## src/hdl/ipk_pkg.sv

```systemverilog
// Shared types, codes and constants for the iambic paddle keyer.
// No dependencies; imported by ipk_step and iambic_paddle_keyer.
package ipk_pkg;

    localparam int DIT_W   = 12;
    localparam int DAH_W   = 12;
    localparam int PTT_W   = 10;
    localparam int TMR_W   = 13;
    localparam int WST_W   = 12;
    localparam int MODE_W  = 2;
    localparam int EVT_W   = 2;
    localparam int PHASE_W = 2;
    localparam int CFG_IDX_W  = 2;
    localparam int CFG_DATA_W = 12;

    // register indexes on the configuration port
    localparam logic [CFG_IDX_W-1:0] REG_DIT     = 2'd0;
    localparam logic [CFG_IDX_W-1:0] REG_DAH     = 2'd1;
    localparam logic [CFG_IDX_W-1:0] REG_PTT     = 2'd2;
    localparam logic [CFG_IDX_W-1:0] REG_REVERSE = 2'd3;

    // register reset values
    localparam logic [DIT_W-1:0] DIT_RESET = 12'd60;
    localparam logic [DAH_W-1:0] DAH_RESET = 12'd180;
    localparam logic [PTT_W-1:0] PTT_RESET = 10'd0;

    // keyer phases
    localparam logic [PHASE_W-1:0] PH_UP  = 2'd0;
    localparam logic [PHASE_W-1:0] PH_DIT = 2'd1;
    localparam logic [PHASE_W-1:0] PH_DAH = 2'd2;

    // element events
    localparam logic [EVT_W-1:0] EVT_NONE  = 2'd0;
    localparam logic [EVT_W-1:0] EVT_DIT   = 2'd1;
    localparam logic [EVT_W-1:0] EVT_DAH   = 2'd2;
    localparam logic [EVT_W-1:0] EVT_CHSPC = 2'd3;

    // delay before the first transition after reset, ms
    localparam logic [TMR_W-1:0] START_DELAY = 13'd100;

    typedef struct packed {
        logic [DIT_W-1:0] dit_ms;
        logic [DAH_W-1:0] dah_ms;
        logic [PTT_W-1:0] ptt_delay_ms;
        logic             reverse_paddles;
    } cfg_t;

    typedef struct packed {
        logic [PHASE_W-1:0] keyer_phase;
        logic [PHASE_W-1:0] previous_phase;
        logic               dit_latch;
        logic               dah_latch;
        logic [TMR_W-1:0]   transition_timer;
        logic [TMR_W-1:0]   read_block_timer;
        logic [WST_W-1:0]   word_space_timer;
        logic               word_space_armed;
        logic               key_state;
    } keyer_ctx_t;

    typedef struct packed {
        logic              left_level;
        logic              right_level;
        logic [MODE_W-1:0] source_mode;
    } tick_t;

    typedef struct packed {
        logic              key_level;
        logic [EVT_W-1:0]  element_event;
        logic              word_space;
        logic [MODE_W-1:0] mode_out;
    } result_t;

endpackage

```

## src/hdl/ipk_step.sv

```systemverilog
// Combinational step of the keyer: one tick against the held state.
// Depends on ipk_pkg.
module ipk_step
    import ipk_pkg::*;
(
    input  cfg_t         cfg,
    input  keyer_ctx_t   cur,
    input  tick_t        tick,
    output keyer_ctx_t   nxt,
    output result_t      res
);

    logic               dit_lvl;
    logic               dah_lvl;
    logic               paddle_src;
    logic               old_is_el;
    logic [PHASE_W-1:0] chosen;
    logic [TMR_W-1:0]   el_len;
    keyer_ctx_t         s;

    always_comb
    begin
        dit_lvl    = cfg.reverse_paddles ? tick.right_level : tick.left_level;
        dah_lvl    = cfg.reverse_paddles ? tick.left_level  : tick.right_level;
        paddle_src = (tick.source_mode[1] == 1'b0);
        old_is_el  = (cur.keyer_phase == PH_DIT) || (cur.keyer_phase == PH_DAH);

        s   = cur;
        res = '{key_level: 1'b0, element_event: EVT_NONE, word_space: 1'b0,
                mode_out: tick.source_mode};

        // sample paddles once the read block has run out
        if (cur.read_block_timer == '0)
        begin
            if (!dah_lvl)
                s.dah_latch = 1'b1;
            if (!dit_lvl)
                s.dit_latch = 1'b1;
        end

        // prefer dah after a dit, dit otherwise
        chosen = PH_UP;
        if (cur.previous_phase == PH_DIT)
        begin
            if (s.dah_latch)
                chosen = PH_DAH;
            else if (s.dit_latch)
                chosen = PH_DIT;
        end
        else
        begin
            if (s.dit_latch)
                chosen = PH_DIT;
            else if (s.dah_latch)
                chosen = PH_DAH;
        end

        el_len = (chosen == PH_DIT)
               ? ({1'b0, cfg.dit_ms} + {{(TMR_W-PTT_W){1'b0}}, cfg.ptt_delay_ms})
               : ({1'b0, cfg.dah_ms} + {{(TMR_W-PTT_W){1'b0}}, cfg.ptt_delay_ms});

        if (paddle_src)
        begin
            if (cur.transition_timer == '0)
            begin
                s.keyer_phase    = old_is_el ? PH_UP : chosen;
                s.previous_phase = old_is_el ? cur.keyer_phase : PH_UP;

                if (!old_is_el && chosen != PH_UP)
                begin
                    res.element_event  = chosen;
                    s.key_state        = 1'b1;
                    s.transition_timer = el_len;
                    s.read_block_timer = el_len;
                    s.dit_latch        = 1'b0;
                    s.dah_latch        = 1'b0;
                    s.word_space_armed = 1'b0;
                    s.word_space_timer = '0;
                end
                else if (!old_is_el)
                begin
                    res.element_event = EVT_CHSPC;
                    res.mode_out      = {1'b0, cfg.reverse_paddles};
                    if (!cur.word_space_armed)
                    begin
                        s.word_space_armed = 1'b1;
                        s.word_space_timer = cfg.dah_ms;
                    end
                end
                else
                begin
                    // element over: key up for one dit gap
                    s.key_state        = 1'b0;
                    s.transition_timer = {1'b0, cfg.dit_ms};
                end
            end
            if (s.word_space_armed && s.word_space_timer == '0)
            begin
                s.word_space_armed = 1'b0;
                res.word_space     = 1'b1;
            end
        end

        res.key_level = s.key_state;

        // all timers step down, stopping at zero
        nxt = s;
        if (s.transition_timer != '0)
            nxt.transition_timer = s.transition_timer - 1'b1;
        if (s.read_block_timer != '0)
            nxt.read_block_timer = s.read_block_timer - 1'b1;
        if (s.word_space_timer != '0)
            nxt.word_space_timer = s.word_space_timer - 1'b1;
    end

endmodule

```

## src/hdl/iambic_paddle_keyer.sv

```systemverilog
// Top level of the iambic paddle keyer: stream ports, configuration
// registers, input and result registers. Depends on ipk_pkg and ipk_step.
//
//  Channel  Signals                       Direction  Meaning
//  s_*      s_tvalid s_tready s_tdata     in         one millisecond tick
//  m_*      m_tvalid m_tready m_tdata     out        one keyer result per tick
//  cfg_*    cfg_we cfg_index cfg_wdata    in         register writes
//
// One item per clock sustained while m_tready stays high. An item taken into the
// input register passes through the step logic into the result register when
// advance allows, where it is offered; the keyer state advances with that load.
// A stall on m_tready holds the result register, and s_tready falls only while
// both the result register and the input register are full and m_tready is low.
// Reset clears the handshake, the keyer state and the registers to their
// defaults; the first transition is due on the 101st tick after reset.
module iambic_paddle_keyer
    import ipk_pkg::*;
(
    input  logic                  clk,
    input  logic                  rst_n,
    input  logic                  s_tvalid,
    output logic                  s_tready,
    input  logic [7:0]            s_tdata,   // left_level, right_level, source_mode[1:0], pad
    output logic                  m_tvalid,
    input  logic                  m_tready,
    output logic [7:0]            m_tdata,   // key_level, element_event[1:0], word_space,
                                             // mode_out[1:0], pad
    input  logic                  cfg_we,
    input  logic [CFG_IDX_W-1:0]  cfg_index,
    input  logic [CFG_DATA_W-1:0] cfg_wdata
);

    cfg_t         cfg_reg;
    keyer_ctx_t   state_reg;
    keyer_ctx_t   state_next;
    tick_t        tick_reg;
    logic         tick_valid_reg;
    result_t      res_reg;
    result_t      res_next;
    logic         res_valid_reg;
    logic         advance;

    // Result register free or being drained: move the held item on.
    assign advance  = !res_valid_reg || m_tready;
    assign s_tready = !tick_valid_reg || advance;

    // Configuration writes, one register per index.
    always_ff @(posedge clk or negedge rst_n)
    begin
        if (!rst_n)
        begin
            cfg_reg <= '{dit_ms: DIT_RESET, dah_ms: DAH_RESET,
                         ptt_delay_ms: PTT_RESET, reverse_paddles: 1'b0};
        end
        else if (cfg_we)
        begin
            unique case (cfg_index)
                REG_DIT:     cfg_reg.dit_ms          <= cfg_wdata[DIT_W-1:0];
                REG_DAH:     cfg_reg.dah_ms          <= cfg_wdata[DAH_W-1:0];
                REG_PTT:     cfg_reg.ptt_delay_ms    <= cfg_wdata[PTT_W-1:0];
                REG_REVERSE: cfg_reg.reverse_paddles <= cfg_wdata[0];
                default:     cfg_reg <= cfg_reg;
            endcase
        end
    end

    // Input register: hold the item until the step logic takes it.
    always_ff @(posedge clk or negedge rst_n)
    begin
        if (!rst_n)
            tick_valid_reg <= 1'b0;
        else if (s_tready)
            tick_valid_reg <= s_tvalid;
    end

    always_ff @(posedge clk)
    begin
        if (s_tready && s_tvalid)
            tick_reg <= '{left_level: s_tdata[0], right_level: s_tdata[1],
                          source_mode: s_tdata[3:2]};
    end

    ipk_step u_step (
        .cfg  (cfg_reg),
        .cur  (state_reg),
        .tick (tick_reg),
        .nxt  (state_next),
        .res  (res_next)
    );

    // Keyer state: advance once per item moved into the result register.
    always_ff @(posedge clk or negedge rst_n)
    begin
        if (!rst_n)
        begin
            state_reg <= '{keyer_phase: PH_UP, previous_phase: PH_UP,
                           dit_latch: 1'b0, dah_latch: 1'b0,
                           transition_timer: START_DELAY, read_block_timer: '0,
                           word_space_timer: '0, word_space_armed: 1'b0,
                           key_state: 1'b0};
        end
        else if (advance && tick_valid_reg)
        begin
            state_reg <= state_next;
        end
    end

    // Result register.
    always_ff @(posedge clk or negedge rst_n)
    begin
        if (!rst_n)
            res_valid_reg <= 1'b0;
        else if (advance)
            res_valid_reg <= tick_valid_reg;
    end

    always_ff @(posedge clk)
    begin
        if (advance && tick_valid_reg)
            res_reg <= res_next;
    end

    assign m_tvalid = res_valid_reg;
    assign m_tdata  = {2'b00, res_reg.mode_out, res_reg.word_space,
                       res_reg.element_event, res_reg.key_level};

    // A started element is always keyed down.
    assert property (@(posedge clk) disable iff (!rst_n)
        m_tvalid && (m_tdata[2:1] == EVT_DIT || m_tdata[2:1] == EVT_DAH)
        |-> m_tdata[0])
        else $error("element started without key down");

    // A word space only comes from a paddle source, so mode_out is 0 or 1.
    assert property (@(posedge clk) disable iff (!rst_n)
        m_tvalid && m_tdata[3] |-> !m_tdata[5])
        else $error("word space reported outside paddle mode");

    // While an element phase runs the transmitter stays keyed.
    assert property (@(posedge clk) disable iff (!rst_n)
        (state_reg.keyer_phase == PH_DIT || state_reg.keyer_phase == PH_DAH)
        |-> state_reg.key_state)
        else $error("element phase with key up");

    // State moves only when an item is processed.
    assert property (@(posedge clk) disable iff (!rst_n)
        !(advance && tick_valid_reg) |=> $stable(state_reg))
        else $error("keyer state changed without an item");

endmodule
```

## config.mk

```make
export PLATFORM = sky130hd
export DESIGN_NAME = iambic_paddle_keyer
export DESIGN_NICKNAME = d
export VERILOG_FILES = /design/src/hdl/ipk_pkg.sv /design/src/hdl/ipk_step.sv /design/src/hdl/iambic_paddle_keyer.sv
export SDC_FILE = /design/constraint.sdc
export NUM_CORES = 1
export LEC_CHECK = 0
export BUFFER_PORTS_ARGS = -buffer_cell sky130_fd_sc_hd__buf_2
export CAP_MARGIN = 20
export CORE_ASPECT_RATIO = 2
export CORE_UTILIZATION = 38
export DETAILED_ROUTE_END_ITERATION = 7
export GPL_TIMING_DRIVEN = 0
export PLACE_DENSITY = 0.55
export SLEW_MARGIN = 5
export SYNTH_ARGS = -nofsm -noshare
export SYNTH_HDL_FRONTEND = slang
export SYNTH_HIERARCHICAL = 1
export SYNTH_SLANG_ARGS = --single-unit
```

## constraint.sdc

```tcl
create_clock -name clk -period 7.3 [get_ports clk]
set_input_delay 0.365 -clock clk [delete_from_list [all_inputs] [get_ports clk]]
set_output_delay 0.365 -clock clk [all_outputs]
set_load 0.1 [all_outputs]
```

==> Word-level counts from Yosys, hierarchy flattened <==
Cells that the tools add are included.
{ "word_totals": {"reg_bits": 93, "output_inout_bits": 10, "in_bits": 27, "wordCells": 98} }
{ "classes": {"n_addsub": 5, "reduce_logical": 26, "eq_ne": 7, "n_mux": 35, "bitwise_logic": 2} }
{ "op_table": {"columns": ["cell", "count"], "rows": [
  ["2-to-1 mux 13 bit", 8],
  ["2-to-1 mux 46 bit", 2],
  ["2-to-1 mux 42 bit", 1],
  ["adder 12 x 10 -> 13 bit", 2],
  ["logical NOT 13 bit", 2],
  ["nonzero test 13 bit", 2],
  ["subtractor 13 x 1 -> 13 bit (second input constant)", 2],
  ["2-to-1 mux 2 bit", 12],
  ["2-to-1 mux 14 bit", 1],
  ["logical NOT 12 bit", 1],
  ["2-to-1 mux 12 bit", 1],
  ["nonzero test 12 bit", 1],
  ["subtractor 12 x 1 -> 12 bit (second input constant)", 1],
  ["2-to-1 mux 1 bit", 10],
  ["AND reduction 2 bit", 5],
  ["== test 2 x 1 -> 1 bit (second input constant)", 4],
  ["== test 2 bit (second input constant)", 3],
  ["logical AND 1 bit", 4],
  ["nonzero test 2 bit", 2],
  ["logical NOT 1 bit", 3],
  ["logical OR 1 bit", 3],
  ["AND reduction 3 bit", 1],
  ["logical NOT 2 bit", 1],
  ["NOT 1 bit", 2],
  ["OR reduction 2 bit", 1]
]} }

==> Depth between registers and ports, before layout <==
Gate-level depths: netlist (run 1).
{ "depth": {"ltp_word": 17, "depth_mapped": 21, "mapped_depth_nobuf": 18} }

==> Cells and area by module <==
Netlist (run 1), hierarchy kept.
{ "by_module_without_submodules": {"columns": ["module", "instances", "area_per_inst_um2", "seq_area_each_um2", "cells_per_inst"], "rows": [
  ["iambic_paddle_keyer", 1, 3602.2, 2391.0, 196],
  ["ipk_step", 1, 2775.2, 0.0, 421]
]} }

==> Worst setup path after synthesis (run 1) <==
No wires, ideal clock.
{ "synth_timing": {"kind": "register -> register", "startpoint": "register state_reg[25] (netlist bit)", "endpoint": "register state_reg[31] (netlist bit)", "period_less_slack_ns": 4.956, "arrival_time_ns": 4.831, "setup_slack_ns": 2.344, "stages_incl_launch_ff": 20, "required_time_ns": 7.175, "path_cell_list": "dfrtp_1 -> nor4_2 -> and4_4 -> mux2i_1 -> nor2_1 -> clkbuf_1 -> mux2_2 -> ha_1 -> clkbuf_1 -> and3_1 -> a221oi_1 -> o21ai_1 -> xor2_1 -> a21oi_1 -> o21a_1 -> nor4b_2 -> nand4_2 -> buf_6 -> a41o_1 -> mux2_4"} }
{ "synth_rtl": {"columns": ["item", "line_no", "source"], "rows": [
  ["start: declaration", "iambic_paddle_keyer.sv:34", "keyer_ctx_t state_reg;"],
  ["start signal: assignment", "iambic_paddle_keyer.sv:96", "state_reg <= '{keyer_phase: PH_UP, previous_phase: PH_UP,"],
  ["start signal: assignment", "iambic_paddle_keyer.sv:104", "state_reg <= state_next;"]
]} }

==> results of run 1 <==
-- cell usage in the layout (no fill, tap or decap), drive strengths merged, types with 5 or more instances in the layout --
cell,count
mux2,92
dfrtp,72
nand2,53
buf,49
a21oi,43
o21ai,37
nor2,29
xor2,20
ha,20
nand3,19
inv,19
xnor2,18
clkbuf,18
and2,17
mux2i,16
nor3,14
nand2b,11
dfstp,11
nand4,11
edfxtp,10
nor4,10
a211oi,7
a21o,6
a21boi,5
or3,5
-- worst max-delay path, stage by stage, from the launching register on --
cell and delay, ns:
dfrtp_1 0.43, nor3_1 0.42, and4_4 0.36, mux2i_1 0.19, nor2_1 0.25, clkbuf_1 0.56, mux2_2 0.41, ha_1 0.26
clkbuf_1 0.19, and3_1 0.19, a221oi_1 0.38, o21ai_1 0.22, xor2_1 0.21, a21oi_1 0.42, o21a_1 0.23, nor4b_2 0.35
nand4_2 0.20, buf_6 0.19, a41o_1 0.23, mux2_4 0.26
-- cell type report --
class / instances / area share
multi-input combinational: 484 / 0.528
inverter: 14 / 0.00739
clock inverter: 7 / 0.00897
sequential: 93 / 0.336
tap: 204 / 0.0359
buffer: 27 / 0.0257
clock buffer: 9 / 0.0317
timing repair buffer: 32 / 0.0267
-- metal layers --
metal | up-vias | global-route usage | wire [microns]
met1 | 2425 | 0.212 | 6210
met2 | 103 | 0.409 | 9640
met5 | - | 0 | 0
met3 | 50 | 0.0255 | 364
li1 | 2322 | - | -
met4 | 0 | 0.138 | 990
-- how the worst min path moves through the flow --
stage	end	slack [ns]	cells past startpoint
after floorplan	cfg_reg[0]$_DFFE_PN0P_	0.07	0
after CTS	tick_reg[3]$_DFFE_PP_	0.17	1
final	tick_reg[3]$_DFFE_PP_	0.19	1
after global routing	tick_reg[0]$_DFFE_PP_	0.18	1
after global placement	m_tvalid$_DFFE_PN0P_	0.48	1
after detailed placement	state_reg[0]$_DFFE_PN0P_	0.38	1
-- cells by family after synthesis --
family                   count (synthesis)
AND/OR/NAND/NOR                        191
flip-flops                              93
XOR/XNOR                                38
buffers and inverters                   41
adder cells (fa/ha/maj)                 21
AO/OA/AOI/OAI                          124
other                                    1
multiplexers                           108
-- report_power, final --
| part | switching, W | total (W) | internal, W | leakage (nW) |
|---|---|---|---|---|
| Sequential | 0.000183 | 0.000878 | 0.000694 | 1.10 |
| Clock | 0.000226 | 0.000466 | 0.000240 | 0.143 |
| Combinational | 0.000762 | 0.00138 | 0.000614 | 1.82 |
-- metrics by stage --
step	utilization	instances
3_3_place_gp	0.415	852
4_1_cts	0.435	870
5_1_grt	0.435	870
6_report	0.435	870
2_1_floorplan	-	618
3_5_place_dp	0.417	853
-- timing repair --
action                                 4_1_cts  5_1_grt
hold buffers                                 1        0
setup endpoints to repair                    0        0
endpoints found under the hold margin       11        0
gates resized for setup                      0        0
==> flow_summary.toml, run 1 <==
[run_status]
status = "finished clean"

[global_routing]
antenna_found_initial = 0
grt_start_max_net_pins = 49
grt_usage = 0.214
grt-ovfl-total = 0
grt_pass1_wl_microns = 27700
grt_pass1_vias = 5216

[synthesis]
yosysTopAreaCell = "dfrtp_1"
synthFlopType = "dfrtp_1"
yosys-top-cells-area = "dfrtp_1 (28%), mux2_2 (11%), mux2_4 (6.8%)"
synth_warnings = 6
synth_common_cells = "dfrtp_1 (72), mux2_2 (60), nand2_1 (52)"
synth-edff-count = 10
syn_area_sq_mm = 0.00638
synth.distinct_cells = 72
synth_xor_area_frac = 0.0522
synth_top_family_by_area = "multiplexers"
syn_avg_cell_area_sq_um = 10.3
yosysSeqAreaShare = 0.375
muxShareOfSynthArea = 0.205
synth_compound_gate_area_share = 0.123
synth_most_common_cell = "dfrtp_1"
synth-async-reset-ratio = 0.892
synth_top_cell_area_share = 0.283
synthSimpleGateAreaFrac = 0.165
synth_cells = 617
synth_fa_ha_area_frac = 0.0424
ys_ff_latch = 93

[timing]
slew_headroom = 0.509
holdWs_ns = 0.188
fmax_mhz = 165
setup_slack_ns = 1.23
setup_viol = 0
period_share = 0.831
rsz0062_at_grt = "false"
finalHoldViolCount = 0
worst_pin_slew_ns = 0.716
tns_ns = 0
slew_viol_final = 0
period_minus_slack_ns = 6.07
clock_skew_ns = 0.00873

[clocking]
clock-sinks = 93
cts_buffers = 9
clkLatencyLatePin_ns = 0.36
cts_tree = "yes"
clk_pin_slew_worst_paths_ns = 0.07
clock-root-buffer = "clkbuf_16"
cts_max_level = 3
post_cts_buffers = 0
clk_path_buf_depth = 2

[placement]
port_buffers = 30
place_area_sq_mm = 0.00682
dp_hpwl_microns = 13800
pre_cts_ws_ns = 1.28
place_congestion = 0.898

[critical_path]
critPathMaxFanout = 10
crit_path_end = "state_reg[31]$_DFFE_PN0P_"
required_ns = 7.54
r2r-end = "state_reg[31]$_DFFE_PN0P_"
path_class = "reg2reg"
cp.arrival_ns = 6.31
startpoint_type = "register"
r2r_start = "state_reg[22]$_DFFE_PN0P_"
crit_path_start = "state_reg[22]$_DFFE_PN0P_"
reg2reg_depth = 19
cp-end-kind = "register"
ff2ff_setup_slack_ns = 1.23

[pwr]
powerDensity_mw_per_mm2 = 382
power_w = 0.00272
vdd_drop_max_mv = 0.189
p_leak_nw = 3.06

[die]
dieArea_sq_mm = 0.0173
start_util = 0.390
rows = 66
ioPinCount = 37
die_height_microns = 185
core_sq_mm = 0.0164
chipWidth_microns = 93.6

[routing]
drt_iter0_markers = 255
post_drt_wl_per_cell_microns = 19.8
postRouteAntennaNets = 0
via_per_inst = 5.63
firstDrtPassIters = 4
wl_microns = 17200
drc_errors = 0
vias = 4900

[layout]
diodes = 0
multi_input_area_sq_mm = 0.00375
synthToLayoutAreaGrowth_pct = 11.6
fin_area_sq_mm = 0.00712
fin_nets = 709
n_fill_cell = 1631
largest_register_ffs = 46
regArea_sq_mm = 0.00239
drive_above_1_share = 0.282

[job]
max_cap_viol_count = 0

[worst_hold_path]
hp-start = "s_tdata[0]"
hold_path.class = "in2reg"
Power figures use the tool's default switching activity.
==> run 2, diff against run 1 <==
PLACE_DENSITY = 0.57   (was 0.55)
clock period = 5.28 ns   (was 7.3 ns; I/O delays follow)
==> flow_summary.toml, run 2 (synthesized netlist as in run 1, its figures left out) <==
[layout]
n_fill_cell = 1588
drive_above_1_share = 0.330
synthToLayoutAreaGrowth_pct = 15.6
final_cell_count_no_fill = 880
largest_register_ffs = 46
mostFrequentLayoutCells = "dfrtp_1 (69), mux2_2 (60), nand2_1 (52), a21oi_1 (36), buf_2 (33)"
final_common_cell = "dfrtp_1"
fin_area_sq_mm = 0.00737
fin_nets = 719
diodes = 0

[die]
chipWidth_microns = 93.6
rows = 66
ioPinCount = 37
die_height_microns = 185
start_util = 0.390
dieArea_sq_mm = 0.0173
core_sq_mm = 0.0164

[global_routing]
grt_start_max_net_pins = 50
grt_pass1_wl_microns = 27800
met3_usage = 0.0427
grt_usage = 0.219
antenna_found_initial = 0
grt_pass1_vias = 5149
grt_util_met2 = 0.412
top_usage_layer = "met2"
gr-usage-met1 = 0.210
grt-ovfl-total = 0

[critical_path]
crit_path_start = "state_reg[18]$_DFFE_PN0P_"
path_class = "reg2reg"
crit_cells = 18
cpMostUsedCell = "a21oi_2"
startpoint_type = "register"
required_ns = 5.52
r2r-end = "state_reg[31]$_DFFE_PN0P_"
cp-end-kind = "register"
cpPeakStageDelay_ns = 0.45
critPathMaxFanout = 10
ff2ff_setup_slack_ns = 0.13
crit_buf_inv = 2
r2r_start = "state_reg[18]$_DFFE_PN0P_"
path_delay_family = "simple AND/OR/NAND/NOR gates"
reg2reg_depth = 18
path_cells = "nor4_4 > and4_4 > mux2i_4 > nor2_4 > clkbuf_8 > mux2_2 > ha_1 > a21oi_2 > nand2_1 > xor2_1 > a31o_2 > a21oi_2 > nand4_1 > nor4b_4 > nand4_2 > buf_6 > a41o_1 > mux2_4"
cp.arrival_ns = 5.39
critPathSlowestCell = "dfrtp_2"
crit_path_end = "state_reg[31]$_DFFE_PN0P_"

[clocking]
clkLatencyLatePin_ns = 0.36
cts_max_level = 3
clock-sinks = 93
clk_pin_slew_worst_paths_ns = 0.07
clk_path_buf_depth = 2
clock-root-buffer = "clkbuf_16"
cts_tree = "yes"
cts_buffers = 9

[timing]
fmax_mhz = 194
period_share = 0.975
period_minus_slack_ns = 5.15
clock_skew_ns = 0.00854
finalHoldViolCount = 0
slew_headroom = 0.424
setup_viol = 0
worst_pin_slew_ns = 0.855
slew_viol_final = 0

[placement]
place_congestion = 0.939
dp_cells = 853
dp_hpwl_microns = 14100
place_area_sq_mm = 0.00682
port_buffers = 30

[pwr]
vdd_drop_max_mv = 0.239
p_leak_nw = 3.15
powerDensity_mw_per_mm2 = 539

[routing]
postRouteAntennaNets = 0
post_drt_wl_per_cell_microns = 20.2
drt_iter0_markers = 240
vias = 5003
wl_microns = 17800
drc_errors = 0
via_per_inst = 5.69
firstDrtPassIters = 6

[job]
max_cap_viol_count = 0

[worst_hold_path]
hold_path.class = "in2reg"

[run_status]
status = "finished clean"
run 2: how the worst min path moves through the flow:
stage,from,endpoint,slack [ns],cells past startpoint
finish,s_tdata[2],tick_reg[0]$_DFFE_PP_,0.08,1
global route,s_tdata[2],tick_reg[0]$_DFFE_PP_,0.07,1
CTS,s_tdata[3],tick_reg[1]$_DFFE_PP_,0.07,1
detailed placement,rst_n,state_reg[14]$_DFFE_PN0P_,0.26,1
global placement,s_tdata[3],tick_reg[1]$_DFFE_PP_,0.44,1
floorplan,rst_n,cfg_reg[0]$_DFFE_PN0P_,-0.03,0
run 2: stage by stage:
stage	total power (W)	setup TNS [ns]	utilization	worst slack, ns	hold WS, ns
after CTS	0.00383	-0.00969	0.439	-0.00969	0.0698
after global placement	0.00308	-16.01	0.415	-0.774	0.441
after detailed placement	0.00313	-15.50	0.417	-0.745	0.262
after global routing	0.00421	-0.0143	0.451	-0.0143	0.0694
final	0.00397	0	0.451	0.133	0.0814
after floorplan	0.00259	0	-	0.324	-0.0316
run 2: timing repair:
item,CTS,global route
pin swaps,2,14
hold endpoints to repair,26,0
hold buffers,1,0
setup buffers,1,11
gates resized for setup,12,21
setup endpoints to repair,26,25
run 2: area by class of cell:
| type | count | area [sq um] | area share |
|---|---|---|---|
| plain buffers | 25 | 188 | 0.0255 |
| clock buffers | 10 | 239 | 0.0324 |
| clock inverters | 6 | 42.5 | 0.00577 |
| inverters | 14 | 52.6 | 0.00713 |
| multi-input cells | 484 | 3890 | 0.528 |
| flip-flops and latches | 93 | 2390 | 0.325 |
| well taps | 204 | 255 | 0.0346 |
| repair buffers | 44 | 305 | 0.0414 |
run 2: routing by layer:
layer	up-vias	part of all wire
li1	2342	-
met1	2435	0.35
met2	164	0.55
met3	62	0.035
met4	0	0.068
met5	-	0
run 2: power breakdown:
part,internal [W],switching [W],leakage [nW]
sequential,0.000963,0.000263,1.09
clock,0.000335,0.000292,0.140
combinational,0.000961,0.00115,1.92
total,0.00226,0.00171,3.15
